--- src/rtl/pts_pkg.sv ---
// Package for the periodic timer scheduler: opcodes, result kinds, FSM states,
// and the command and token flag structs shared by the control and the cell chain.
// No dependencies.
package pts_pkg;

    localparam int IN_TIME_W   = 32;
    localparam int REP_W       = 32;
    localparam int ID_W        = 4;
    localparam int MAX_RESULTS = 16;
    localparam int N_W         = $clog2(MAX_RESULTS);

    typedef enum logic [1:0] {
        OP_TICK   = 2'd0,
        OP_SCHED  = 2'd1,
        OP_CANCEL = 2'd2
    } op_t;

    typedef enum logic [1:0] {
        KIND_FIRED = 2'd0,
        KIND_SCHED = 2'd1,
        KIND_FULL  = 2'd2
    } kind_t;

    typedef enum logic [1:0] {
        S_IDLE = 2'b01,
        S_SCAN = 2'b10
    } state_t;

    // broadcast from control to every cell
    typedef struct packed {
        logic clear_done;
        logic cancel;
        logic load;
        logic fire;
        logic free_zero;
        logic free_all;
    } cmd_t;

    // flags of the search token that walks down the chain
    typedef struct packed {
        logic found;
        logic more;
        logic free_found;
    } tok_flags_t;

endpackage

--- src/rtl/pts_cell.sv ---
// One timer slot of the scheduler chain: slot state plus one stage of the
// search token (earliest due timer, first free slot). Depends on pts_pkg.
module pts_cell
    import pts_pkg::*;
#(
    parameter int TIME_BITS = 32,
    parameter int SLOT_W    = 4,
    parameter int INDEX     = 0
) (
    input  logic                 clk,
    input  logic                 rst_n,
    input  cmd_t                 cmd,
    input  logic [SLOT_W-1:0]    cmd_idx,
    input  logic [TIME_BITS-1:0] now_t,
    input  logic [TIME_BITS-1:0] load_due,
    input  logic [TIME_BITS-1:0] load_period,
    input  logic [REP_W-1:0]     load_rep,
    input  logic [TIME_BITS-1:0] key_due,
    input  logic [SLOT_W-1:0]    key_idx,
    input  tok_flags_t           tin,
    input  logic [TIME_BITS-1:0] tin_due,
    input  logic [SLOT_W-1:0]    tin_idx,
    input  logic [REP_W-1:0]     tin_rep,
    input  logic [SLOT_W-1:0]    tin_free_idx,
    output tok_flags_t           tout,
    output logic [TIME_BITS-1:0] tout_due,
    output logic [SLOT_W-1:0]    tout_idx,
    output logic [REP_W-1:0]     tout_rep,
    output logic [SLOT_W-1:0]    tout_free_idx
);

    localparam logic [SLOT_W-1:0] MY_IDX = SLOT_W'(INDEX);

    logic                 valid_reg, valid_next;
    logic                 done_reg, done_next;
    logic [TIME_BITS-1:0] due_reg, due_next;
    logic [TIME_BITS-1:0] period_reg, period_next;
    logic [REP_W-1:0]     rep_reg, rep_next;

    tok_flags_t           tok_reg, tok_next;
    logic [TIME_BITS-1:0] tok_due_reg, tok_due_next;
    logic [SLOT_W-1:0]    tok_idx_reg, tok_idx_next;
    logic [REP_W-1:0]     tok_rep_reg, tok_rep_next;
    logic [SLOT_W-1:0]    tok_free_reg, tok_free_next;

    logic                 hit;
    logic                 pending;
    logic                 elig;
    logic                 zero;
    logic                 take;
    logic                 ahead;
    logic [TIME_BITS:0]   adv_sum;
    logic [TIME_BITS-1:0] adv_due;

    assign hit     = (cmd_idx == MY_IDX);
    assign pending = valid_reg && !done_reg && (due_reg < now_t);
    assign elig    = pending && (rep_reg != '0);
    assign zero    = pending && (rep_reg == '0);
    // strict compare: on a tie the lower slot, seen earlier, keeps the token
    assign take    = elig && (!tin.found || (due_reg < tin_due));
    // before the last fired timer in firing order
    assign ahead   = (due_reg < key_due) || ((due_reg == key_due) && (MY_IDX < key_idx));

    assign adv_sum = {1'b0, due_reg} + {1'b0, period_reg};
    assign adv_due = adv_sum[TIME_BITS] ? '1 : adv_sum[TIME_BITS-1:0];

    always_comb
    begin
        valid_next  = valid_reg;
        done_next   = done_reg;
        due_next    = due_reg;
        period_next = period_reg;
        rep_next    = rep_reg;
        if (cmd.clear_done)
        begin
            done_next = 1'b0;
        end
        if (cmd.cancel && hit)
        begin
            valid_next = 1'b0;
        end
        if (cmd.load && hit)
        begin
            valid_next  = 1'b1;
            done_next   = 1'b0;
            due_next    = load_due;
            period_next = load_period;
            rep_next    = load_rep;
        end
        if (cmd.fire && hit)
        begin
            rep_next  = rep_reg - REP_W'(1);
            due_next  = adv_due;
            done_next = 1'b1;
            if (rep_reg == REP_W'(1))
            begin
                valid_next = 1'b0;
            end
        end
        if (cmd.free_zero && zero && (cmd.free_all || ahead))
        begin
            valid_next = 1'b0;
        end
    end

    always_comb
    begin
        tok_next.found      = tin.found | elig;
        tok_next.more       = tin.more | (tin.found & elig);
        tok_next.free_found = tin.free_found | !valid_reg;
        tok_due_next        = take ? due_reg : tin_due;
        tok_idx_next        = take ? MY_IDX : tin_idx;
        tok_rep_next        = take ? rep_reg : tin_rep;
        tok_free_next       = tin.free_found ? tin_free_idx : MY_IDX;
    end

    always_ff @(posedge clk or negedge rst_n)
    begin
        if (!rst_n)
        begin
            valid_reg <= 1'b0;
            done_reg  <= 1'b0;
            tok_reg   <= '0;
        end
        else
        begin
            valid_reg <= valid_next;
            done_reg  <= done_next;
            tok_reg   <= tok_next;
        end
    end

    always_ff @(posedge clk)
    begin
        due_reg      <= due_next;
        period_reg   <= period_next;
        rep_reg      <= rep_next;
        tok_due_reg  <= tok_due_next;
        tok_idx_reg  <= tok_idx_next;
        tok_rep_reg  <= tok_rep_next;
        tok_free_reg <= tok_free_next;
    end

    assign tout          = tok_reg;
    assign tout_due      = tok_due_reg;
    assign tout_idx      = tok_idx_reg;
    assign tout_rep      = tok_rep_reg;
    assign tout_free_idx = tok_free_reg;

endmodule

--- config.mk ---
export PLATFORM = sky130hd
export DESIGN_NAME = pts_cell
export DESIGN_NICKNAME = d
export VERILOG_FILES = /design/src/rtl/pts_pkg.sv /design/src/rtl/pts_cell.sv
export SDC_FILE = /design/constraint.sdc
export NUM_CORES = 1
export LEC_CHECK = 0
export BUFFER_PORTS_ARGS = -buffer_cell sky130_fd_sc_hd__buf_2
export CAP_MARGIN = 10
export CORE_MARGIN = 5
export CORE_UTILIZATION = 45
export CTS_BUF_LIST = sky130_fd_sc_hd__clkbuf_8
export DETAILED_ROUTE_END_ITERATION = 10
export GPL_TIMING_DRIVEN = 0
export PLACE_DENSITY = 0.72
export SLEW_MARGIN = 20
export SYNTH_ARGS = -nofsm -noshare
export SYNTH_HDL_FRONTEND = slang
export SYNTH_SLANG_ARGS = --single-unit
--- constraint.sdc ---
create_clock -name clk -period 7.1 [get_ports clk]
set_clock_uncertainty 0.05 [all_clocks]
set_input_delay 1.065 -clock clk [delete_from_list [all_inputs] [get_ports clk]]
set_output_delay 1.065 -clock clk [all_outputs]
set_load 0.01 [all_outputs]
==> run summary <==
GRT Resource Usage Total - 22.6%
Pin count of the biggest net entering global routing - 38
Vias per cell - 5.24
# resized after CTS - 0
Worst rel slew slack - 45.5%
HPWL after detailed placement - 25,200 um
FFs w/ async S/R, synth - 2.89%
Tcrit/Tclk final - 57.6%
Sw Pwr - 0.676 mW
Synth Cell Area - 10,500 um^2
Yosys reg bits - 173
Drt first pass iters - 5
Worst Setup End Kind - register
Vias in the first global route - 8,839
Antenna-violating nets left - 0
Internal power - 1.60 mW
Initial core utilization - 45.3%
RSZ-0062 raised after global routing - no
Layout area overhead - 23.7%
PortBufs - 325
Remaining DRCs - 0
Core area - 23,300 um^2
Switching Fraction - 29.7%
Layout Nets - 1,742
Minimum clock period - 4.09 ns
Arr. time, crit path - 4.25 ns
Clock buffer depth - 2
Wirelength, routed - 31,100 um
Element type at the critical path start - register
Max Cap Viol - 0
Final instance area - 13,000 um^2
Yosys warns - 0
PwrDens - 175 nW/um^2
Max Freq - 245 MHz
Final setup vio count - 0
Clock power share - 30.6%
Static leakage - 6.05 nW
Routed via count - 8,926
Postcts setup bufs - 0
Clk slew on worst S/H paths - 0.11 ns
Die area - 26,600 um^2
Grt total ovfl - 0
Share of layout cells above drive strength 1 - 31.9%
Iter 0 DRT Violations - 605
Antenna violations before repair - 10
Dominant synthesized flop cell - edfxtp_1
Mapped Nets - 1,396
Clock root buffer - clkbuf_8
Clk_lat worst skew - 0.48 ns
Sequential share of the synthesized area - 42.2%
Row Count - 56
Hold/Removal Path Class - in2async
First-pass GRT wire length - 46,300 um
Routed len/inst - 18.2 um
CTS buffer count - 17
Cell Area, Placed - 12,600 um^2
Hold_buf cts - 0
Setup WS post-layout - 3.01 ns
Setup TNS - 0 ns
Die Ht - 163 um
Status - complete, no violations
Synth cell types - 67
DP Worst Slack - 2.80 ns
Sequential Power Share - 50.4%
CP max FO - 10
Combinational share of power - 19.0%
Worst IR Drop VDD - 119 uV
Worst-margin pin slew - 0.818 ns
CTS Sinks - 173
TritonCTS clock tree - built
Gate Count Post-Synth - 1,016
WS Path Type - reg2reg
GP Congestion - 0.887
Synth Area per Inst - 10.4 um^2
H-Tree Depth - 4
Post-synth EDFFs - 96
I/O pin count - 326
Final hold vios - 0
Max-slew violation count - 0
Worst Path Required - 7.27 ns
Die width - 163 um
==> routing by layer <==
metal  global-route usage (%)  vias to the layer above  share of wire (%)
li1                         -                     4391                  -
met1                     29.7                     4174                 44
met2                     37.5                      302                 48
met3                     3.19                       57                4.9
met4                     9.26                        2                3.0
met5                        0                        -              0.042
==> layout make-up <==
type	instances	area [um^2]
well taps	319	399
inverters	103	387
fillers	2143	10200
multi-input cells	715	5570
plain buffers	25	135
clock inverters	15	156
flip-flops and latches	173	4450
clock buffers	17	234
repair buffers	327	1670
diodes	9	22.5
==> layout by cell type (no fill, tap or decap), types with 14 or more instances in the layout <==
cell | Yosys | layout
a21o_1 | 23 | 23
a21oi_1 | 54 | 54
buf_2 | 3 | 328
clkbuf_1 | 15 | 15
clkbuf_8 | 0 | 17
dfxtp_1 | 72 | 72
edfxtp_1 | 96 | 96
ha_1 | 128 | 128
inv_1 | 103 | 103
mux2_1 | 16 | 16
mux2_2 | 48 | 48
nand2_1 | 76 | 75
nand4_1 | 23 | 23
nor2_1 | 47 | 47
nor3_1 | 14 | 14
o21ai_0 | 55 | 55
o22a_1 | 31 | 31
xnor2_1 | 36 | 36
xor2_1 | 19 | 19
==> through the flow <==
| stage | hold slack [ns] | power (mW) | util, % | cells |
|---|---|---|---|---|
| 3_5_place_dp | 0.457 | 1.60 | 54.2 | 1662 |
| 6_report | 0.351 | 2.28 | 56.0 | 1703 |
| 2_1_floorplan | 0.369 | 1.42 | - | 1016 |
| 5_1_grt | 0.316 | 2.39 | 56.0 | 1703 |
| 3_3_place_gp | 0.459 | 1.59 | 54.0 | 1660 |
| 4_1_cts | 0.320 | 2.30 | 55.9 | 1694 |
==> power groups by stage <==
stage                     registers, mW  clock network [mW]  logic, mW
after floorplan                    1.19                   0      0.224
after global placement             1.17                   0      0.422
after detailed placement           1.17                   0      0.432
after CTS                          1.15               0.716      0.435
after global routing               1.15               0.760      0.476
final                              1.15               0.698      0.433
==> path summary, 6_finish.rpt <==
check	from	endpoint	slack, ns	depth (start not counted)
worst max-delay path	due_reg[0]	due_reg[7]	3.01	12
worst min-delay path	rst_n	tout[0]	0.35	1
worst max register to register	due_reg[0]	due_reg[7]	3.01	12
worst min register to register	done_reg	done_reg	0.48	2
max in group asynchronous	rst_n	tout[2]	6.49	1
min in group clk	done_reg	done_reg	0.48	2
==> Yosys cell counts, types with 14 or more instances <==
| cell type | instances | area [um^2] |
|---|---|---|
| ha_1 | 128 | 1600 |
| inv_1 | 103 | 387 |
| edfxtp_1 | 96 | 2880 |
| nand2_1 | 76 | 285 |
| dfxtp_1 | 72 | 1440 |
| o21ai_0 | 55 | 275 |
| a21oi_1 | 54 | 270 |
| mux2_2 | 48 | 541 |
| nor2_1 | 47 | 176 |
| xnor2_1 | 36 | 315 |
| o22a_1 | 31 | 272 |
| a21o_1 | 23 | 173 |
| nand4_1 | 23 | 144 |
| xor2_1 | 19 | 166 |
| mux2_1 | 16 | 180 |
| clkbuf_1 | 15 | 56.3 |
| nor3_1 | 14 | 70.1 |
==> critical path: stages, from the launching register on <==
cell,delay (ns)
edfxtp_1,0.46
ha_1,0.27
fa_1,0.41
a21o_1,0.22
a221oi_1,0.56
nand2_1,0.28
a211oi_1,0.35
a21oi_1,0.15
o21ai_2,0.28
o22a_1,0.20
o21ai_1,0.12
buf_2,0.28
o22a_1,0.21
==> logic make-up after synthesis <==
kind of cell	synth area share, %
AOI/OAI and AO/OA	14.5
and+or+nand+nor	11.4
DFF	42.2
adders and majority gates	15.4
buffers and inverters	4.95
muxes	6.94
xor gates and xnor gates	4.57
Note: power is estimated with default switching activity, not from simulation.
